### src/sv/mnss_pkg.sv
`timescale 1ns / 1ps

package mnss_pkg;

	localparam int DEF_MAX_STATES  = 16;
	localparam int DEF_MAX_ACTIONS = 4;

	// 1.0 in unsigned Q1.16.
	localparam logic [16:0] Q_ONE = 17'h10000;

	localparam logic [4:0] NUM_STATES_RESET = 5'd16;

	// Stream widths: fields packed from bit 0 up, padded to whole bytes.
	localparam int IN_W  = 48;
	localparam int OUT_W = 8;

	// Configuration port.
	localparam int          PADDR_W      = 3;
	localparam logic        REG_NUM_STATES = 1'b0;

	// Command codes on the input stream.
	localparam logic [1:0] CMD_WRITE  = 2'd0;
	localparam logic [1:0] CMD_SAMPLE = 2'd1;
	localparam logic [1:0] CMD_XFORM  = 2'd2;

	localparam int QUEUE_DEPTH = 2;

	// Operation after classification by the front end.
	typedef enum logic [1:0] {
		OP_WRITE  = 2'd0,
		OP_SAMPLE = 2'd1,
		OP_XFORM  = 2'd2,
		OP_NOP    = 2'd3
	} op_t;

	typedef struct packed {
		op_t         op;
		logic [3:0]  from_state;
		logic [1:0]  action;
		logic [3:0]  to_state;
		logic [16:0] value;
		logic [15:0] random_draw;
	} item_t;

	typedef enum logic [2:0] {
		ST_IDLE,
		ST_SAMPLE,
		ST_XF_RD,
		ST_XF_MUL,
		ST_XF_WR,
		ST_DONE
	} state_t;

endpackage

### src/sv/mnss_front.sv
`timescale 1ns / 1ps

module mnss_front import mnss_pkg::*; #(
	parameter int MAX_STATES  = DEF_MAX_STATES,
	parameter int MAX_ACTIONS = DEF_MAX_ACTIONS
) (
	input  logic            s_tvalid,
	output logic            s_tready,
	// command[1:0], from_state[5:2], action[7:6], to_state[11:8],
	// value[28:12], random_draw[44:29], zero[47:45]
	input  logic [IN_W-1:0] s_tdata,
	input  logic            q_full,
	output logic            q_push,
	output item_t           q_item
);

	logic [1:0]  command;
	logic [16:0] raw_value;
	logic        row_ok;
	logic        to_ok;

	assign s_tready = !q_full;
	assign q_push   = s_tvalid && !q_full;

	assign command   = s_tdata[1:0];
	assign raw_value = s_tdata[28:12];

	always_comb begin
		q_item.from_state  = s_tdata[5:2];
		q_item.action      = s_tdata[7:6];
		q_item.to_state    = s_tdata[11:8];
		q_item.random_draw = s_tdata[44:29];
		// Probabilities and tau above 1.0 are clipped to 1.0.
		q_item.value = (raw_value > Q_ONE) ? Q_ONE : raw_value;

		row_ok = (32'(q_item.from_state) < 32'(MAX_STATES)) &&
		         (32'(q_item.action) < 32'(MAX_ACTIONS));
		to_ok  = 32'(q_item.to_state) < 32'(MAX_STATES);

		case (command)
			CMD_WRITE:  q_item.op = (row_ok && to_ok) ? OP_WRITE : OP_NOP;
			CMD_SAMPLE: q_item.op = row_ok ? OP_SAMPLE : OP_NOP;
			CMD_XFORM:  q_item.op = OP_XFORM;
			default:    q_item.op = OP_NOP;
		endcase
	end

endmodule

### config.mk
export PLATFORM = sky130hd
export DESIGN_NAME = mnss_front
export DESIGN_NICKNAME = d
export VERILOG_FILES = /design/src/sv/mnss_pkg.sv /design/src/sv/mnss_front.sv
export SDC_FILE = /design/constraint.sdc
export NUM_CORES = 1
export LEC_CHECK = 0
export ABC_AREA = 1
export BUFFER_PORTS_ARGS = -buffer_cell sky130_fd_sc_hd__buf_2
export CAP_MARGIN = 20
export CORE_UTILIZATION = 24
export DETAILED_ROUTE_END_ITERATION = 8
export PLACE_DENSITY = 0.8
export SLEW_MARGIN = 20
export SYNTH_ARGS = -nofsm -noshare
export SYNTH_HDL_FRONTEND = slang
export SYNTH_SLANG_ARGS = --single-unit
### constraint.sdc
create_clock -name vclk -period 0.8
set_input_delay 0.12 -clock vclk [all_inputs]
set_output_delay 0.12 -clock vclk [all_outputs]
set_load 0.01 [all_outputs]
# ---- Yosys cells after proc, flatten, opt, wreduce, memory -nomap -nowiden
# Index checks and enable logic that the tools add are counted.
dict set report op_classes {
  n_lt_le_gt_ge 1
  n_mux 2
  n_reduce_logical 3
  eq_ne 2
}
# operator n
set ops {}
lappend ops {{17-bit greater-than comparator (second input constant)} 1}
lappend ops {{17-bit 2-to-1 mux} 1}
lappend ops {{2-bit case mux with 3 select lines} 1}
lappend ops {{2-bit by 1-bit equality test with 1-bit output (second input constant)} 1}
lappend ops {{2-bit equality test (second input constant)} 1}
lappend ops {{2-bit logical NOT} 1}
lappend ops {{1-bit logical AND} 1}
lappend ops {{1-bit logical NOT} 1}
dict set report word_totals {
  in_bits 50
  register_bits 0
  out_inout_bits 47
  wordCells 8
}

# ---- Depth between registers and ports, before layout
# Gate-level depths: netlist (run 1).
dict set report logic_depth {
  word_depth 2
  mapped_depth 6
}

# ---- Worst setup path after synthesis (run 1)
# No wires, ideal clock.
dict set report synth_path {
  kind {input-to-output}
  start {in s_tdata[22]}
  end {out q_item[23] (netlist bit)}
  slack_ns -0.124
  stages 6
  required_time_ns 0.680
  t_arrival_ns 0.804
  path_buffers 1
  path_cell_list {nor2_1 > nand2_1 > nor2_2 > nand2_4 > buf_12 > a21oi_2}
}
# item line
set synth_lines {}
lappend synth_lines {{start: declaration} mnss_front.sv:11} ;# input logic [IN_W-1:0] s_tdata,
lappend synth_lines {{end: declaration} mnss_front.sv:14} ;# output item_t q_item

==> out/metrics.yaml, run 1 <==
status: "finished with violations"
violations: "setup timing"
synth.area.top_cells: "buf_4, a21oi_2, inv_1"
drt_iter0_drc: 3
wl_um: 1890
power_density_nw_per_um2: 473
critPathTopFamily: "simple AND/OR/NAND/NOR gates"
worst_pin_slew_ns: 0.257
multi_input_area_um2: 389
fp-row-count: 16
first_global_vias: 431
initial_core_util_pct: 25.6
grtUsageTotal_pct: 11.5
fin_crit_sh_pct: 154
ant_nets: 0
finalHoldViolCount: 0
core_um2: 1960
num-fill-cells: 180
p_leak_uw: 0.000381
max-vdd-ir-drop_v: 0.000241
nFlopsAndLatches: 0
dr.pass1.iters: 4
die_y_um: 47.7
max_slew_margin_pct: 82.8
antenna_cells: 0
drv_cap: 0
critPathMaxStageDelay_ns: 0.22
fin_nets: 142
fin_cells: 117
grt_max_degree: 18
rsz0062_at_grt: "yes"
area_delta_synth_final_pct: 70.3
die-area_um2: 2280
drive_gt1_share_pct: 78.9
power.total_uw: 404
crit_slowest_cell: "nor2_4"
grt-ovfl-total: 0
cp_num_buf_inv: 2
hpwlAfterDp_um: 1050
nClkBuffers: 0
io_buffers: 38
ys_types: 12
io_pins: 97
critPathRequiredTime_ns: 0.68
yosys_warnings: 0
dp_slack_ns: -0.462
worst_slack_ns: -0.436
finalMaxSlewViolations: 0
min_path_type: "input pin to output pin"
period_needed_ns: 1.24
via_per_inst: 4.49
syn_area_per_cell_um2: 6.12
ys_seq_area_share_pct: 0
tns_ns: -6.28
worstSetupPathType: "input pin to output pin"
wl_per_cell_um: 16.2
cp_cell_sequence: "buf_6 > nor2_2 > nand2_2 > nor2_4 > nand2_8 > a21oi_4 > buf_6"
final-seq-area_um2: 0
cp_common_cell: "buf_6"
synth_area_um2: 502
synth_top_area_share_pct: 38.9
crit_path_max_fanout: 8
crit_arrival_ns: 1.12
finalSetupViolations: 16
antenna_found_initial: 0
hold_ws_ns: 0.240
synth_nets: 132
fmax_mhz: 809
gp_congestion: 0.535
grt_pass1_wl_um: 1890
route.detailed.drc: 0
ctsHoldBuffers: 0
die_w_um: 47.7
place_inst: 116
vias: 525
cp-end-kind: "output pin"
min_path_cells: 0
worstSetupPathDepth: 7
postCtsSetupRepairBufs: 0
synth_top_cell_by_area: "buf_4"
cp-start-kind: "input pin"
synthCells: 82
[stage by stage]
step	instance area (um2)	utilization [%]
2_1_floorplan	597	-
3_3_place_gp	602	30.7
3_5_place_dp	602	30.7
4_1_cts	774	39.5
5_1_grt	855	43.6
6_report	855	43.6
[synth_stat cells]
master    count
clkbuf_1      3
inv_1        18
buf_4        26
nand2_4       1
nor2_1        9
a21oi_4       1
nand2_1       4
nor2_2        2
buf_2         2
a21oi_2       9
a21oi_1       6
buf_12        1
[area by class of cell]
type	instances	area share (%)
multi-input combinational	33	45.5
timing repair buffer	39	42.6
inverter	18	7.91
tap	27	3.95
[layer usage]
layer  wire, um  global-route usage (%)
met5          0                       0
met4         62                    5.56
met3        206                    1.89
met2       1020                    25.9
met1        603                    8.67
[worst paths after layout]
path | start | end | slack [ns]
max | s_tdata[19] | q_item[24] | -0.44
min | s_tdata[43] | q_item[14] | 0.24
[power breakdown]
group          leakage (uW)  switching, uW  internal, uW  total, uW
combinational      0.000381            193           212        404
sequential                0              0             0          0
clock                     0              0             0          0
total              0.000381            193           212        404
[layout by cell type, fill, tap and decap left out]
| cell type | instances |
|---|---|
| nand2_2 | 4 |
| nor2_4 | 7 |
| inv_1 | 18 |
| a21oi_2 | 5 |
| buf_6 | 23 |
| buf_8 | 1 |
| buf_12 | 1 |
| buf_2 | 14 |
| nand2_8 | 2 |
| a21oi_4 | 11 |
| nor2_1 | 1 |
| nor2_2 | 3 |
[kinds of logic (layout without fill, tap and decap cells)]
| group | Yosys count | count (layout) | synth area share, % |
|---|---|---|---|
| AO/OA/AOI/OAI | 16 | 16 | 24.9 |
| AND/OR/NAND/NOR | 16 | 17 | 14.5 |
| buffers and inverters | 50 | 57 | 60.6 |
[what timing repair did]
action	4_1_cts	5_1_grt
hold endpoints to repair	0	0
cloned	1	0
pin swaps	14	7
resized for setup	34	16
setup endpoints to repair	16	16
(Power assumes the default switching activity.)
==> run 2, diff against run 1 <==
--- a/config.mk
+++ b/config.mk
@@ -6,11 +6,12 @@
 export NUM_CORES = 1
 export LEC_CHECK = 0
 export ABC_AREA = 1
-export BUFFER_PORTS_ARGS = -buffer_cell sky130_fd_sc_hd__buf_2
 export CAP_MARGIN = 20
-export CORE_UTILIZATION = 24
+export CORE_AREA = 2 2 39 41
 export DETAILED_ROUTE_END_ITERATION = 8
-export PLACE_DENSITY = 0.8
+export DIE_AREA = 0 0 41 43
+export DONT_BUFFER_PORTS = 1
+export RECOVER_POWER = 50
 export SLEW_MARGIN = 20
 export SYNTH_ARGS = -nofsm -noshare
 export SYNTH_HDL_FRONTEND = slang
==> run 2 against run 1 <==
Effect of this change:
- the flow still finishes with violations (setup timing)
- die area shrank 23%
- global-route usage shrank 0.61 points
- first-iteration DRC count shrank 67%
- wire length shrank 42%
- final area shrank 41%
- cell count shrank 39%
- non-clock buffer count shrank 34
- core utilization shrank 6.8 points
- hold slack is the same
==> out/metrics.yaml, run 2 (synthesis gave the netlist of run 1 again) <==
finalMaxSlewViolations: 0  # unchanged
fmax_mhz: 1060  # was 809 MHz
critPathRequiredTime_ns: 0.68  # about the same
crit_path_max_fanout: 8  # unchanged
worstSetupPathType: "input pin to output pin"  # unchanged
core_um2: 1380  # was 1960 um2
fin_cells: 71  # was 117
dpl_cell_area_um2: 425  # was 602 um2
place_inst: 69  # was 116
crit_slowest_cell: "a21oi_4"  # was nor2_4
num-fill-cells: 156  # was 180
p_leak_uw: 0.000216  # was 0.000381 uW
worst_slack_ns: -0.145  # was -0.436 ns
cp-start-kind: "input pin"  # unchanged
first_global_vias: 320  # was 431
die_w_um: 41  # was 47.7 um
io_buffers: 0  # was 38
ctsHoldBuffers: 0  # unchanged
fp-row-count: 14  # was 16
final-seq-area_um2: 0  # unchanged
crit_arrival_ns: 0.83  # was 1.12 ns
drive_gt1_share_pct: 54.5  # was 78.9%
antenna_cells: 0  # unchanged
dr.pass1.iters: 4  # unchanged
vias: 355  # was 525
worst_pin_slew_ns: 0.289  # was 0.257 ns
io_pins: 97  # unchanged
nFlopsAndLatches: 0  # unchanged
violations: "setup timing"  # unchanged
min_path_type: "input pin to output pin"  # unchanged
max-vdd-ir-drop_v: 0.0000812  # was 0.000241 V
fin_crit_sh_pct: 118  # was 154%
mostFrequentLayoutCells: "inv_1, a21oi_4, nor2_4"  # was buf_6, inv_1, buf_2
hpwlAfterDp_um: 973  # was 1050 um
area_delta_synth_final_pct: 1.25  # was 70.3%
grt_max_degree: 18  # unchanged
wl_um: 1090  # was 1890 um
max_slew_margin_pct: 80.8  # was 82.8%
grt-ovfl-total: 0  # unchanged
design_area_um2: 508  # was 855 um2
status: "finished with violations"  # unchanged
wl_per_cell_um: 15.4  # was 16.2 um
finalSetupViolations: 16  # unchanged
nClkBuffers: 0  # unchanged
cp_cell_sequence: "nor2_4 > nand2_2 > nor2_4 > nand2_4 > buf_12 > a21oi_4"  # was buf_6 > nor2_2 > nand2_2 > nor2_4 > nand2_8 > a21oi_4 > buf_6
initial_core_util_pct: 36.3  # was 25.6%
grt_pass1_wl_um: 1430  # was 1890 um
fin_nets: 107  # was 142
power_density_nw_per_um2: 299  # was 473 nW/um2
cp-end-kind: "output pin"  # unchanged
drt_iter0_drc: 1  # was 3
final_common_cell: "inv_1"  # was buf_6
critPathMaxStageDelay_ns: 0.17  # was 0.22 ns
die-area_um2: 1760  # was 2280 um2
via_per_inst: 5.00  # was 4.49
cp_common_cell: "nor2_4"  # was buf_6
rsz0062_at_grt: "yes"  # unchanged
period_needed_ns: 0.945  # was 1.24 ns
drv_cap: 0  # unchanged
grtUsageTotal_pct: 10.9  # was 11.5%
antenna_found_initial: 0  # unchanged
die_y_um: 43  # was 47.7 um
finalHoldViolCount: 0  # unchanged
ant_nets: 0  # unchanged
route.detailed.drc: 0  # unchanged
gp_congestion: 0.538  # was 0.535
-- run 2: final timing paths --
path	from	cells after the start	endpoint	slack, ns
hold / removal	s_tdata[11]	0	q_item[36]	0.24
setup / recovery	s_tdata[24]	6	q_item[23]	-0.15
-- run 2: layout make-up --
class | instances | area [um2] | area share (%)
well taps | 16 | 20.0 | 3.94
multi-input cells | 32 | 358 | 70.4
repair buffers | 5 | 62.6 | 12.3
inverters | 18 | 67.6 | 13.3
-- run 2: through the flow --
step | worst slack, ns | setup TNS, ns | utilization [%] | hold slack, ns | total power, uW
floorplan | -0.0997 | -1.13 | - | 0.284 | 290
global placement | -0.174 | -2.55 | 30.7 | 0.240 | 134
detailed placement | -0.176 | -2.51 | 30.7 | 0.240 | 135
CTS | -0.175 | -2.22 | 34.9 | 0.240 | 147
global route | -0.212 | -2.65 | 36.7 | 0.240 | 162
finish | -0.145 | -1.77 | 36.7 | 0.240 | 152
-- run 2: critical path, delay by kind of cell --
| family | cells | cell delay, ns |
|---|---|---|
| AND/OR/NAND/NOR | 4 | 0.38 |
| buffers and inverters | 1 | 0.16 |
| AO/OA/AOI/OAI | 1 | 0.17 |
-- run 2: routing by layer --
layer | vias to the layer above | share of wire (%) | global-route usage [%]
li1 | 159 | - | -
met1 | 149 | 23 | 8.54
met2 | 45 | 55 | 21.6
met3 | 2 | 22 | 6.28
met4 | 0 | 0.37 | 0.667
met5 | - | 0 | 0
-- run 2: timing repair --
action / 4_1_cts / 5_1_grt
gates resized for setup: 10 / 6
pin swaps: 7 / 6
buffers inserted: 2 / 0
endpoints found under the setup margin: 16 / 16
-- run 2: power by group --
| part | leakage [uW] | internal [uW] | switching [uW] | total (uW) |
|---|---|---|---|---|
| logic | 0.000216 | 69.7 | 81.9 | 152 |
| registers | 0 | 0 | 0 | 0 |
| clock network | 0 | 0 | 0 | 0 |
| total | 0.000216 | 69.7 | 81.9 | 152 |
==> run 3, diff against run 2 <==
==> constraint.sdc (replaced) <==
create_clock -name vclk -period 1.1
set_input_delay 0.165 -clock vclk [all_inputs]
set_output_delay 0.165 -clock vclk [all_outputs]
set_load 0.01 [all_outputs]
==> run 3 against run 2 <==
Effect of this change:
- the flow now finishes without violations
- sequential share of layout area did not move
- via count fell by 8.5%
- largest power group unchanged
- final area fell by 31%
- setup slack improved by 0.20 ns
- first-iteration DRC count rose to 5.0 times the previous value
- highest routed layer unchanged
- global-route usage fell by 3.2 points
- wire length fell by 26%
- core utilization fell by 11 points
- die area did not move
==> out/metrics.yaml, run 3 (synthesis gave the netlist of run 1 again) <==
status: "complete, no violations"  # was finished with violations
cp_cell_sequence: "nor2_1 > nand2_1 > nor2_4 > nand2_8 > a21oi_2"  # was nor2_4 > nand2_2 > nor2_4 > nand2_4 > buf_12 > a21oi_4
hpwlAfterDp_um: 629  # was 973 um
grtUsageTotal_pct: 7.69  # was 10.9%
critPathTopFamily: "simple AND/OR/NAND/NOR gates"  # unchanged
dr.pass1.iters: 2  # was 4
finalHoldViolCount: 0  # unchanged
die_y_um: 43  # unchanged
grt_pass1_wl_um: 1010  # was 1430 um
first_global_vias: 262  # was 320
fin_nets: 102  # was 107
worstSetupPathType: "input pin to output pin"  # unchanged
drt_iter0_drc: 5  # was 1
swShare_pct: 61.1  # was 54.0%
antenna_found_initial: 0  # unchanged
core_um2: 1380  # unchanged
rsz0062_at_grt: "yes"  # unchanged
finalSetupViolations: 0  # was 16
pwr-share-clk_pct: 0  # about the same
switchingPower_uw: 51.3  # was 81.9 uW
fin_crit_sh_pct: 95.3
die-area_um2: 1760  # unchanged
initial_core_util_pct: 36.3  # unchanged
crit_arrival_ns: 0.88  # was 0.83 ns
p_leak_uw: 0.000150  # was 0.000216 uW
final_common_cell: "inv_1"  # unchanged
multi_input_area_um2: 262  # was 358 um2
grt-ovfl-total: 0  # unchanged
min_path_type: "input pin to output pin"  # unchanged
post-route-util_pct: 25.2  # was 36.7%
dp_slack_ns: -0.0316  # was -0.176 ns
drive_gt1_share_pct: 38.0  # was 54.5%
ctsHoldBuffers: 0  # unchanged
route.detailed.drc: 0  # unchanged
cp_num_buf_inv: 0  # was 1
antenna_cells: 0  # unchanged
max_slew_margin_pct: 86.0  # was 80.8%
via_per_inst: 4.92  # was 5.00
finalMaxSlewViolations: 0  # unchanged
p_int_uw: 32.6  # was 69.7 uW
cp-start-kind: "input pin"  # unchanged
io_pins: 97  # unchanged
cp-end-kind: "output pin"  # unchanged
ant_nets: 0  # unchanged
wl_um: 807  # was 1090 um
area_delta_synth_final_pct: -30.4  # was 1.25%
pwr-share-comb_pct: 100.0  # about the same
worst_slack_ns: 0.0513  # was -0.145 ns
critPathRequiredTime_ns: 0.94  # was 0.68 ns
final-seq-area_um2: 0  # unchanged
worst_pin_slew_ns: 0.210  # was 0.289 ns
grt_max_degree: 18  # unchanged
vias: 325  # was 355
ctsResizeCount: 0  # was 10
mostFrequentLayoutCells: "inv_1, a21oi_2, nor2_1"  # was inv_1, a21oi_4, nor2_4
fmax_mhz: 954
io_buffers: 0  # unchanged
nClkBuffers: 0  # unchanged
crit_path_max_fanout: 16  # was 8
postCtsSetupRepairBufs: 0  # was 2
nFlopsAndLatches: 0  # unchanged
gp_congestion: 0.579  # was 0.538
die_w_um: 41  # unchanged
critPathMaxStageDelay_ns: 0.22  # was 0.17 ns
num-fill-cells: 158  # was 156
wl_per_cell_um: 12.2  # was 15.4 um
drv_cap: 0  # unchanged
max-vdd-ir-drop_v: 0.0000640  # was 0.0000812 V
p_seq_share_pct: 0  # about the same
fp-row-count: 14  # unchanged
crit_slowest_cell: "a21oi_2"  # was a21oi_4
period_needed_ns: 1.05
power_density_nw_per_um2: 240  # was 299 nW/um2
run 3: changes by cell type in the layout (fill, tap and decap cells not counted), sizes merged:
cell and delta:
buf -5
run 3: power groups by stage:
stage / clock, uW / combinational (uW) / sequential, uW
after global placement: 0 / 72.6 / 0
after CTS: 0 / 72.8 / 0
final: 0 / 83.9 / 0
after detailed placement: 0 / 72.7 / 0
after floorplan: 0 / 184 / 0
after global routing: 0 / 93.3 / 0
run 3: path summary, 6_finish.rpt:
path                     from          to  slack [ns]  cells after the start
setup / recovery  s_tdata[22]  q_item[20]        0.05                      5
hold / removal     s_tdata[7]  q_item[38]        0.33                      0
run 3: metal layers:
metal  share of wire (%)  vias up  global-route usage (%)
met4                 2.5        0                    4.67
met1                  34      141                    8.54
met2                  47       26                    12.8
li1                    -      150                       -
met3                  16        8                    1.05
met5                   0        -                       0
run 3: cell type report:
class                           instances  area share [%]
Multi-Input combinational cell         32            74.9
Tap cell                               16            5.73
Inverter                               18            19.4
run 3: per-stage QoR:
step	instance area, um2	instances	TNS [ns]	hold WS [ns]	total power, uW
after detailed placement	285	66	-0.152	0.330	72.7
after global placement	285	66	-0.122	0.330	72.6
after global routing	349	66	-0.294	0.330	93.3
after floorplan	502	82	0	0.374	184
after CTS	285	66	-0.161	0.330	72.8
final	349	66	0	0.330	83.9
