File: src/sv/mnss_pkg.sv
`timescale 1ns / 1ps

package mnss_pkg;

	localparam int DEF_MAX_STATES  = 16;
	localparam int DEF_MAX_ACTIONS = 4;

	// 1.0 in unsigned Q1.16.
	localparam logic [16:0] Q_ONE = 17'h10000;

	localparam logic [4:0] NUM_STATES_RESET = 5'd16;

	// Stream widths: fields packed from bit 0 up, padded to whole bytes.
	localparam int IN_W  = 48;
	localparam int OUT_W = 8;

	// Configuration port.
	localparam int          PADDR_W      = 3;
	localparam logic        REG_NUM_STATES = 1'b0;

	// Command codes on the input stream.
	localparam logic [1:0] CMD_WRITE  = 2'd0;
	localparam logic [1:0] CMD_SAMPLE = 2'd1;
	localparam logic [1:0] CMD_XFORM  = 2'd2;

	localparam int QUEUE_DEPTH = 2;

	// Operation after classification by the front end.
	typedef enum logic [1:0] {
		OP_WRITE  = 2'd0,
		OP_SAMPLE = 2'd1,
		OP_XFORM  = 2'd2,
		OP_NOP    = 2'd3
	} op_t;

	typedef struct packed {
		op_t         op;
		logic [3:0]  from_state;
		logic [1:0]  action;
		logic [3:0]  to_state;
		logic [16:0] value;
		logic [15:0] random_draw;
	} item_t;

	typedef enum logic [2:0] {
		ST_IDLE,
		ST_SAMPLE,
		ST_XF_RD,
		ST_XF_MUL,
		ST_XF_WR,
		ST_DONE
	} state_t;

endpackage

File: src/sv/mnss_queue.sv
`timescale 1ns / 1ps

module mnss_queue import mnss_pkg::*; (
	input  logic  clk,
	input  logic  arst_n,
	input  logic  push,
	input  item_t push_item,
	output logic  full,
	input  logic  pop,
	output logic  valid,
	output item_t head_item
);

	localparam int PW = (QUEUE_DEPTH > 1) ? $clog2(QUEUE_DEPTH) : 1;

	item_t         slots_q [QUEUE_DEPTH];
	logic [PW-1:0] wr_ptr_q;
	logic [PW-1:0] rd_ptr_q;
	logic [PW:0]   count_q;

	assign full      = (count_q == (PW+1)'(QUEUE_DEPTH));
	assign valid     = (count_q != '0);
	assign head_item = slots_q[rd_ptr_q];

	always_ff @(posedge clk) begin
		if (push) begin
			slots_q[wr_ptr_q] <= push_item;
		end
	end

	always_ff @(posedge clk or negedge arst_n) begin
		if (!arst_n) begin
			wr_ptr_q <= '0;
			rd_ptr_q <= '0;
			count_q  <= '0;
		end else begin
			if (push) begin
				wr_ptr_q <= wr_ptr_q + 1'b1;
			end
			if (pop) begin
				rd_ptr_q <= rd_ptr_q + 1'b1;
			end
			case ({push, pop})
				2'b10:   count_q <= count_q + 1'b1;
				2'b01:   count_q <= count_q - 1'b1;
				default: count_q <= count_q;
			endcase
		end
	end

endmodule

File: config.mk
export PLATFORM = sky130hd
export DESIGN_NAME = mnss_queue
export DESIGN_NICKNAME = d
export VERILOG_FILES = /design/src/sv/mnss_pkg.sv /design/src/sv/mnss_queue.sv
export SDC_FILE = /design/constraint.sdc
export NUM_CORES = 1
export LEC_CHECK = 0
export ABC_CLOCK_PERIOD_IN_PS = 3000
export BUFFER_PORTS_ARGS = -buffer_cell sky130_fd_sc_hd__clkbuf_2
export CAP_MARGIN = 20
export CORE_ASPECT_RATIO = 0.5
export CORE_UTILIZATION = 52
export DETAILED_ROUTE_END_ITERATION = 6
export HOLD_SLACK_MARGIN = 0.06
export PLACE_DENSITY = 0.88
export REMOVE_ABC_BUFFERS = 1
export SYNTH_ARGS = -nofsm -noshare
export SYNTH_HDL_FRONTEND = slang
export SYNTH_SLANG_ARGS = --single-unit
File: constraint.sdc
create_clock -name clk -period 3 [get_ports clk]
set_input_delay 0.6 -clock clk [delete_from_list [all_inputs] [get_ports clk]]
set_output_delay 0.6 -clock clk [all_outputs]
set_load 0.02 [all_outputs]
## Yosys cells after proc, flatten, opt, wreduce, memory -nomap -nowiden

Memory sizes are Yosys's and may differ from the RTL's.
Index checks and enable logic that the tools add are counted.

- Eq/ne operators: 3
- Add/subtract/negate cells: 4
- Mux-type cells: 3
- Reductions and logical operators: 2

Operator list:

| cell | count |
|---|---|
| 2-bit == test, second input constant | 2 |
| 2-bit one-hot mux with 2 select lines | 1 |
| 2-bit nonzero test | 2 |
| 1-bit adder, second input constant | 2 |
| 2-bit by 1-bit adder with 2-bit output, second input constant | 1 |
| 2-bit by 1-bit == test with 1-bit output, second input constant | 1 |
| 1-bit 2-to-1 mux | 2 |
| 2-bit by 1-bit subtractor with 2-bit output, second input constant | 1 |

- RAM bits: 90
- Input port bits: 49
- Bits in registers: 4
- Memories kept: 1
- Word-level logic and storage cells: 16
- Output and inout port bits: 47

Memories:

| memory | depth | bits a word | read ports | clocked after Yosys merged registers in | wr ports | line | RTL |
|---|---|---|---|---|---|---|---|
| slots_q | 2 | 45 | 1 | 0 | 1 | mnss_queue.sv:16 | `item_t slots_q [QUEUE_DEPTH];` |

## Depth between registers and ports, before layout

Gate-level depths: netlist (run 1).

- Word-level depth: 2
- Depth in mapped cells: 5
- Mapped depth without buffers: 5

## Least setup slack after synthesis (run 1)

Ideal clock, no wire load.

- Path type: input port to flip-flop
- From: input push
- To: memory slots_q[0][0] in the netlist's numbering (enable)
- Cell stages on the path: 2
- Library setup time: 0.449 ns
- Path slack: 0.003 ns
- Required time: 2.551 ns
- Data arrival time: 2.549 ns
- Buffers on the path: 0
- Path through: inv_1 -> nor2_1

- Word-level cells in the longest chain between the ends: 2

RTL lines:

| what | line | RTL |
|---|---|---|
| start: declaration | mnss_queue.sv:6 | `input logic push,` |
| 1-bit 2-to-1 mux | mnss_queue.sv:26 | `if (push) begin` |
| 1-bit 2-to-1 mux (not written as such) | mnss_queue.sv:27 | `slots_q[wr_ptr_q] <= push_item;` |
| end: declaration | mnss_queue.sv:16 |  |

No other way between the ends.

==> results by group, run 1 <==
Status
  • Status: finished, final reports clean

Synthesis
  • Top-area cell type share of the netlist area: 74.4%
  • Post-synth top flop: edfxtp_1
  • Simple-gate share of the synthesized area: 0.723%
  • EDFF count, synth: 90
  • Syn avg cell area: 23.3 sq um
  • Syn Inst Count: 156
  • YS warnings: 0
  • Cell variety after synth: 14
  • Top post-synthesis cells by area: edfxtp_1 (74%), mux2_4 (16%), dfrtp_1 (2.8%), buf_12 (2.2%), mux2_2 (1.9%)
  • Seq/Total Area, Yosys: 77.1%
  • Largest family of logic cells by synthesized area: multiplexers
  • Synth Register Bits: 94
  • Compound-gate portion of the synthesized area: 0%
  • Netlist Area Pre-Place: 0.00363 sq mm
  • Post-Synth XOR/XNOR Area: 1.21%
  • Ys async rst share: 4.26%
  • Most frequent cells after synthesis: edfxtp_1 (90), mux2_4 (39), mux2_2 (6)
  • Synth area leader: edfxtp_1
  • Most frequent cell after synthesis: edfxtp_1
  • Synth Area in Adders: 0.344%
  • Mux share of post-synthesis cell area: 18.0%

Setup path
  • Critical Path Start Type: flop
  • Reg2reg setup slack: 1.43 ns
  • Endpoint class of the critical path: output port
  • Crit path DAT: 1.63 ns
  • Critical path fanouts, max: 43
  • WS Path Type: flop to output port
  • Crit path required time: 2.40 ns

Timing
  • Clock Skews: 0.00379 ns
  • Fin Setup TNS: 0 ns
  • Final Hold Viols: 0
  • Fmax: 448 MHz
  • Final setup violation count: 0
  • RSZ-0062 raised after global routing: no
  • Slew @ Worst Pin: 0.693 ns
  • Slew Viols, Final: 0
  • Fin Hold WS: 0.456 ns
  • Final Critical Period: 2.23 ns
  • Slew HR: 53.7%
  • Period utilization: 74.4%

Cells and area
  • Filler cells: 455
  • Area growth from synthesis to layout: 22.8%
  • Ratio of cells with drive above 1 in the final layout: 59.9%
  • Core Util, Final: 66.4%
  • Number of diodes: 0
  • Final #Nets: 312

Place
  • Buffers on Ports: 95
  • Final HPWL DP: 3930 um
  • GPL Wtd Cong: 0.699

Route
  • DRT Pass-1 Iters: 4
  • Final wirelength: 5760 um
  • Antenna Nets Post-Route: 0
  • WL per Instance: 16.0 um
  • DRC: 0
  • Vias/cell: 4.80
  • Via count: 1722
  • Initial drt markers: 97

Clocking
  • PostCTS Resize Cnt: 0
  • CTS tree: done
  • Clock root cell: clkbuf_16
  • Num CTS Buffers: 9
  • Hold Buf Count CTS: 1
  • Worst-Skew Late Latency: 0.33 ns
  • Post-CTS setup repair buffer count: 0
  • Num Clock Sinks: 94
  • Clk pin slew, worst setup/hold paths: 0.06 ns
  • CTS max path bufs: 2
  • H-tree levels: 3

Floorplanning
  • Die Wd: 120 um
  • Core ar.: 0.00673 sq mm
  • Die span in y: 61.1 um
  • Cell Rows: 21
  • Die area: 0.00735 sq mm
  • Initial Util: 54.0%
  • Ports: 96

Flow run
  • Maxcap violations: 0

GRT
  • Overflow after GRT: 0
  • Largest net degree at the start of global routing: 44
  • Initial antenna violation count: 0
  • First-pass GRT wire length: 8480 um
  • Vias in the first global route: 1697
  • All-Layer GR Usage: 15.9%

Power
  • VDD IR max: 0.000547 V
  • Cell leakage power: 1.83 nW
  • Pwr dens: 973 mW/mm^2

Hold path
  • Class of the worst hold path: input port to flop
==> per-layer routing <==
metal  share of wire [%]  wire length [um]  global-route usage [%]  vias to the layer above
met1                  42              2440                    19.0                      846
met2                  52              3020                    28.0                       47
met5                   0                 0                       0                        -
met3                 3.8               219                    3.89                        7
li1                    -                 -                       -                      822
met4                 1.3                77                    8.47                        0
==> cell usage in the layout (no fill, tap or decap) <==
cell           instances
mux2_2                 6
nor2b_1                1
xor2_1                 3
clkinv_2               3
or2_2                  1
buf_4                  2
clkbuf_1               4
nor2_4                 1
dfrtp_1                3
inv_1                  1
buf_12                 2
edfxtp_1              90
dfrtp_2                1
and2_2                 1
nor2_1                 1
ha_1                   1
xnor2_1                2
clkbuf_2              95
mux2_4                39
clkbuf_16              9
dlygate4sd3_1          1
==> where the power goes <==
part	internal, mW	total [mW]	switching, mW
registers	1.75	1.84	0.0924
logic	0.688	1.52	0.836
clock network	0.558	0.978	0.420
==> cell type report <==
cell class                 count  area (sq um)  share of cell area, %
clock buffer                  13           240                   5.38
clock inverter                 3          15.0                  0.336
inverter                       1          3.75                 0.0841
multi-input combinational     56           744                   16.7
sequential                    94          2800                   62.8
tap                           92           115                   2.58
timing repair buffer         100           541                   12.1
==> path summary, 6_finish.rpt <==
path                          startpoint              to  cells past startpoint
max reg2reg                     wr_ptr_q   slots_q[0][0]                      2
min                        push_item[15]  slots_q[1][15]                      1
min reg2reg                   count_q[1]      count_q[1]                      1
max in group asynchronous         arst_n        rd_ptr_q                      2
max                             rd_ptr_q   head_item[27]                      3
min in group asynchronous         arst_n      count_q[1]                      2
==> registers in the layout, indices dropped and copies added, names as in the netlist <==
name	flops
wr_ptr_q	1
rd_ptr_q	1
slots_q	90
count_q	2
==> critical path, stage by stage, from the launching register on <==
cell,delay [ns]
dfrtp_2,0.42
buf_12,0.31
mux2_2,0.39
clkbuf_2,0.16
==> logic make-up (layout without fill, tap and decap cells) <==
family                     count (synthesis)  in the layout
adders and majority gates                  1              1
xor gates and xnor gates                   5              5
muxes                                     45             45
DFF                                       94             94
and+or+nand+nor                            5              5
buffers and inverters                      6            117
==> through the flow <==
stage               power [mW]  instances  worst slack, ns  instance area, sq um
global route              4.53        359            0.701                  4460
floorplan                 2.98        151          0.00295                  3540
detailed placement        3.42        342             1.06                  4200
global placement          3.36        342             1.11                  4200
finish                    4.34        359            0.767                  4460
CTS                       4.40        359            0.747                  4460
Note: power is estimated with default switching activity, not from simulation.
==> run 2: changes to the inputs <==
--- a/config.mk
+++ b/config.mk
@@ -5,14 +5,15 @@
 export SDC_FILE = /design/constraint.sdc
 export NUM_CORES = 1
 export LEC_CHECK = 0
-export ABC_CLOCK_PERIOD_IN_PS = 3000
+export ABC_AREA = 1
+export ABC_CLOCK_PERIOD_IN_PS = 1850
 export BUFFER_PORTS_ARGS = -buffer_cell sky130_fd_sc_hd__clkbuf_2
 export CAP_MARGIN = 20
 export CORE_ASPECT_RATIO = 0.5
-export CORE_UTILIZATION = 52
+export CORE_UTILIZATION = 47
 export DETAILED_ROUTE_END_ITERATION = 6
 export HOLD_SLACK_MARGIN = 0.06
-export PLACE_DENSITY = 0.88
+export PLACE_DENSITY = 0.84
 export REMOVE_ABC_BUFFERS = 1
 export SYNTH_ARGS = -nofsm -noshare
 export SYNTH_HDL_FRONTEND = slang
==> constraint.sdc (replaced) <==
create_clock -name clk -period 1.85 [get_ports clk]
set_input_delay 0.37 -clock clk [delete_from_list [all_inputs] [get_ports clk]]
set_output_delay 0.37 -clock clk [all_outputs]
set_load 0.02 [all_outputs]
==> results by group, run 2 <==
Cells and area
  • Commonest non-fill, non-tap cells in the layout: clkbuf_2 (91), edfxtp_1 (90), nand2_1 (51), inv_1 (50), o21ai_1 (42)
  • Final #Nets: 412
  • Max reg flops: 90
  • Number of diodes: 0
  • Commonest non-fill, non-tap cell in the layout: clkbuf_2
  • Filler cells: 584
  • Core Util, Final: 61.0%
  • Ratio of cells with drive above 1 in the final layout: 32.4%
  • Regs by FF count: slots_q x90, count_q x2
  • Area growth from synthesis to layout: 25.2%
  • Reg with most FFs: slots_q

Clocking
  • H-tree levels: 3
  • CTS max path bufs: 2
  • Clk pin slew, worst setup/hold paths: 0.06 ns
  • Num CTS Buffers: 9
  • CTS tree: done
  • Num Clock Sinks: 94
  • Worst-Skew Late Latency: 0.33 ns
  • Clock root cell: clkbuf_16

Place
  • GPL Wtd Cong: 0.693
  • Pre-CTS setup slack: 0.341 ns
  • Final HPWL DP: 3810 um
  • Buffers on Ports: 95

GRT
  • Largest net degree at the start of global routing: 46
  • Initial antenna violation count: 0
  • Vias in the first global route: 2047
  • First-pass GRT wire length: 9650 um
  • Overflow after GRT: 0
  • All-Layer GR Usage: 16.1%

Synthesis
  • Syn avg cell area: 13.8 sq um
  • Synth area leader: edfxtp_1
  • YS warnings: 0
  • Top-area cell type share of the netlist area: 75.5%
  • Seq/Total Area, Yosys: 78.3%
  • Cell variety after synth: 12
  • Netlist Area Pre-Place: 0.00358 sq mm
  • Synth Register Bits: 94
  • Syn Inst Count: 259
  • Most frequent cell after synthesis: edfxtp_1
  • Post-synth top flop: edfxtp_1
  • Ys async rst share: 4.26%
  • EDFF count, synth: 90
  • Top post-synthesis cells by area: edfxtp_1 (75%), o21ai_1 (6.3%), inv_1 (5.3%), nand2_1 (5.3%), buf_6 (3.1%)
  • Most frequent cells after synthesis: edfxtp_1 (90), inv_1 (51), nand2_1 (51)

Floorplanning
  • Core ar.: 0.00735 sq mm
  • Die span in y: 63.7 um
  • Ports: 96
  • Die Wd: 125 um
  • Die area: 0.00799 sq mm
  • Initial Util: 48.7%
  • Cell Rows: 22

Timing
  • Fmax: 561 MHz
  • Slew Viols, Final: 0
  • Final setup margin: 0.0688 ns
  • Clock Skews: 0.00660 ns
  • Final Hold Viols: 0
  • Final setup violation count: 0
  • RSZ-0062 raised after global routing: no
  • Slew @ Worst Pin: 0.259 ns
  • Slew HR: 82.7%
  • Final Critical Period: 1.78 ns
  • Period utilization: 96.3%

Setup path
  • Crit path required time: 1.48 ns
  • WS Path Type: flop to output port
  • Critical path fanouts, max: 45
  • Crit path buf inv count: 2
  • Slowest CP cell: dfrtp_2
  • Endpoint class of the critical path: output port
  • Top delay family on crit path: flip-flops
  • Critical Path Start Type: flop
  • Critical path's largest stage delay: 0.48 ns
  • Crit path DAT: 1.41 ns
  • Critical path cell sequence: buf_16, o21ai_1, clkbuf_2

Power
  • Cell leakage power: 1.95 nW
  • Pwr dens: 1600 mW/mm^2
  • VDD IR max: 0.00100 V

Route
  • DRC: 0
  • Via count: 2151
  • DRT Pass-1 Iters: 6
  • WL per Instance: 13.8 um
  • Final wirelength: 6370 um
  • Initial drt markers: 102
  • Antenna Nets Post-Route: 0
  • Vias/cell: 4.65

Hold path
  • Class of the worst hold path: input port to flop

Status
  • Status: finished, final reports clean

Flow run
  • Maxcap violations: 0
[run 2: through the flow]
| stage | instances | hold slack [ns] | total power, mW | area (sq um) | setup TNS (ns) |
|---|---|---|---|---|---|
| 2_1_floorplan | 249 | 0.0744 | 4.53 | 3470 | -68.19 |
| 3_3_place_gp | 443 | 0.184 | 5.36 | 4130 | 0 |
| 3_5_place_dp | 443 | 0.184 | 5.42 | 4130 | 0 |
| 4_1_cts | 461 | 0.222 | 7.15 | 4450 | 0 |
| 5_1_grt | 463 | 0.222 | 7.54 | 4480 | 0 |
| 6_report | 463 | 0.233 | 7.19 | 4480 | 0 |
[run 2: final cells by class]
cell class | instances | area, sq um | area share, %
clock buffers | 10 | 229 | 5.11
clock inverters | 6 | 28.8 | 0.642
inverters | 51 | 191 | 4.27
multi-input cells | 104 | 493 | 11.0
flip-flops and latches | 94 | 2800 | 62.6
well taps | 96 | 120 | 2.68
repair buffers | 102 | 616 | 13.7
[run 2: final timing paths]
path                            depth (start not counted)    startpoint  slack [ns]        endpoint
worst max register to register                          2      wr_ptr_q        0.69  slots_q[0][21]
worst min-delay path                                    1  push_item[6]        0.23   slots_q[0][6]
max in group asynchronous                               2        arst_n        1.33        rd_ptr_q
worst min register to register                          2    count_q[1]        0.48      count_q[1]
min in group asynchronous                               2        arst_n        0.38        wr_ptr_q
worst max-delay path                                    3      rd_ptr_q        0.07    head_item[9]
[run 2: what timing repair did]
| action | 4_1_cts | 5_1_grt |
|---|---|---|
| resized for setup | 8 | 0 |
| hold endpoints to repair | 4 | 0 |
| cloned | 1 | 1 |
| setup endpoints to repair | 1 | 10 |
| hold buffers | 1 | 0 |
| setup buffers | 0 | 1 |
[run 2: logic make-up after synthesis]
| kind of cell | after synthesis | synth area share, % |
|---|---|---|
| DFF | 94 | 78.3 |
| xor gates and xnor gates | 3 | 0.734 |
| adders and majority gates | 1 | 0.349 |
| and+or+nand+nor | 55 | 5.87 |
| AOI/OAI and AO/OA | 45 | 6.29 |
| buffers and inverters | 61 | 8.49 |
[run 2: layer usage]
| layer | track usage, % | part of all wire (%) | vias up |
|---|---|---|---|
| li1 | - | - | 1071 |
| met1 | 18.7 | 43 | 1042 |
| met2 | 29.2 | 54 | 34 |
| met3 | 4.33 | 2.9 | 4 |
| met4 | 5.49 | 0.49 | 0 |
| met5 | 0 | 0 | - |
[run 2: where the power goes]
part           switching, mW  total (mW)  internal (mW)  leakage, nW
clock network          0.683        1.57          0.891        0.125
registers              0.155        2.99           2.83        0.891
logic                   1.75        2.63          0.880        0.936
total                   2.58        7.19           4.60         1.95
==> run 3: changes to the inputs <==
--- a/config.mk
+++ b/config.mk
@@ -5,8 +5,8 @@
 export SDC_FILE = /design/constraint.sdc
 export NUM_CORES = 1
 export LEC_CHECK = 0
-export ABC_AREA = 1
-export ABC_CLOCK_PERIOD_IN_PS = 1850
+export ABC_AREA = 0
+export ABC_CLOCK_PERIOD_IN_PS = 1610
 export BUFFER_PORTS_ARGS = -buffer_cell sky130_fd_sc_hd__clkbuf_2
 export CAP_MARGIN = 20
 export CORE_ASPECT_RATIO = 0.5
==> constraint.sdc (replaced) <==
create_clock -name clk -period 1.61 [get_ports clk]
set_input_delay 0.322 -clock clk [delete_from_list [all_inputs] [get_ports clk]]
set_output_delay 0.322 -clock clk [all_outputs]
set_load 0.02 [all_outputs]
==> results by group, run 3 (synthesis gave the netlist of run 1 again) <==
Floorplanning
  • Die span in y: 64.2 um
  • Die Wd: 126 um
  • Initial Util: 49.1%
  • Die area: 0.00811 sq mm
  • Cell Rows: 22
  • Core ar.: 0.00740 sq mm
  • Ports: 96

Timing
  • Slew @ Worst Pin: 0.292 ns
  • Period utilization: 113%
  • Slew Viols, Final: 0
  • Final Hold Viols: 0
  • Final setup margin: -0.212 ns
  • Fmax: 549 MHz
  • RSZ-0062 raised after global routing: yes
  • Clock Skews: 0.00472 ns
  • Final Critical Period: 1.82 ns
  • Final setup violation count: 45
  • Slew HR: 80.5%
  • Fin Hold WS: 0.169 ns

Clocking
  • CTS tree: done
  • Worst-Skew Late Latency: 0.34 ns
  • CTS max path bufs: 2
  • Num CTS Buffers: 9
  • Clk pin slew, worst setup/hold paths: 0.07 ns
  • Num Clock Sinks: 94
  • Post-CTS setup repair buffer count: 0
  • H-tree levels: 3
  • Clock root cell: clkbuf_16

Route
  • Met3 wire len: 243 um
  • Vias/cell: 4.76
  • WL per Instance: 16.2 um
  • Via count: 1739
  • Top layer in use: met4
  • DRT Pass-1 Iters: 4
  • Antenna Nets Post-Route: 0
  • Initial drt markers: 87
  • WL met2: 3170 um
  • Metal-1 WL: 2420 um
  • DRC: 0
  • Final wirelength: 5920 um

Setup path
  • Endpoint class of the critical path: output port
  • WS Path Type: flop to output port
  • Slowest CP cell: dfrtp_2
  • Critical path cell sequence: buf_12, mux2_2, buf_2
  • Worst flop-to-flop path startpoint: wr_ptr_q
  • Critical path's largest stage delay: 0.41 ns
  • CP startpoint: rd_ptr_q
  • Critical Path Start Type: flop
  • R2R depth: 2
  • Crit path required time: 1.29 ns
  • Reg2reg setup slack: 0.37 ns
  • Critical path fanouts, max: 24
  • Crit path DAT: 1.50 ns
  • Reg2reg end: slots_q[1][20]

Cells and area
  • Number of diodes: 0
  • Reg with most FFs: slots_q
  • Area growth from synthesis to layout: 28.8%
  • Core Util, Final: 63.2%
  • Ratio of cells with drive above 1 in the final layout: 61.7%
  • Regs by FF count: slots_q x90, count_q x2
  • Final #Nets: 314
  • Commonest non-fill, non-tap cell in the layout: edfxtp_1
  • Commonest non-fill, non-tap cells in the layout: edfxtp_1 (90), clkbuf_2 (73), mux2_4 (40), buf_6 (17), clkbuf_16 (9)
  • Max reg flops: 90

Hold path
  • Hold path depth: 1
  • Class of the worst hold path: input port to flop
  • HP Start: push_item[21]
  • Worst hold endpoint: slots_q[1][21]

GRT
  • Initial antenna violation count: 0
  • Largest net degree at the start of global routing: 25
  • Vias in the first global route: 1828
  • All-Layer GR Usage: 15.4%
  • Overflow after GRT: 0
  • First-pass GRT wire length: 8910 um

Flow run
  • Maxcap violations: 0

Power
  • Cell leakage power: 1.90 nW
  • Pwr dens: 1870 mW/mm^2
  • VDD IR max: 0.00102 V

Place
  • Final HPWL DP: 3960 um
  • GPL Wtd Cong: 0.691
  • Buffers on Ports: 95

Status
  • Failing checks: negative setup slack
  • Status: finished with violations
## run 3: changes by cell type in the layout (fill, tap and decap cells not counted), sizes merged, moves of 23 or more
cell    previous run  this run
nand2             51         0
o21ai             45         0
clkbuf           106        82
mux2               0        45
buf                5        28
inv               51         4
## run 3: repair_timing
action | CTS | global route
endpoints found under the hold margin | 4 | 0
hold buffers | 1 | 0
gates resized for setup | 0 | 57
setup endpoints to repair | 45 | 45
pin swaps | 0 | 0
## run 3: worst max-delay path by stage
stage	to	cells after the start
2_1_floorplan	slots_q[0][0]	1
3_3_place_gp	head_item[32]	3
3_5_place_dp	head_item[35]	3
4_1_cts	head_item[27]	3
5_1_grt	head_item[27]	3
6_report	head_item[27]	3
## run 3: metrics by stage
| step | worst slack, ns | setup TNS [ns] | power [mW] | area [sq um] | std cells |
|---|---|---|---|---|---|
| 5_1_grt | -0.261 | -9.09 | 9.10 | 4680 | 365 |
| 2_1_floorplan | -1.13 | -100.19 | 5.55 | 3540 | 151 |
| 3_3_place_gp | 0.163 | 0 | 6.38 | 4260 | 348 |
| 4_1_cts | -0.232 | -8.07 | 8.60 | 4570 | 365 |
| 3_5_place_dp | 0.154 | 0 | 6.46 | 4260 | 348 |
| 6_report | -0.212 | -6.82 | 8.76 | 4680 | 365 |
## run 3: area by class of cell
type / instances / area (sq um)
sequential: 94 / 2800
fill: 484 / 2720
multi-input combinational: 56 / 748
timing repair buffer: 102 / 699
clock buffer: 9 / 225
tap: 96 / 120
clock inverter: 7 / 80.1
inverter: 1 / 3.75
## run 3: critical path: cells and delay by family, from the launching register on
family                 cells  cell delay, ns
DFF                        1            0.41
muxes                      1            0.36
buffers and inverters      2            0.37
## run 3: per-layer routing
metal / vias up / GRT usage [%]
li1: 832 / -
met1: 864 / 16.8
met2: 35 / 27.1
met3: 8 / 5.03
met4: 0 / 8.28
met5: - / 0
## run 3: report_power, final
group	switching, mW	internal, mW
clock	0.904	1.22
combinational	1.62	1.59
sequential	0.169	3.25
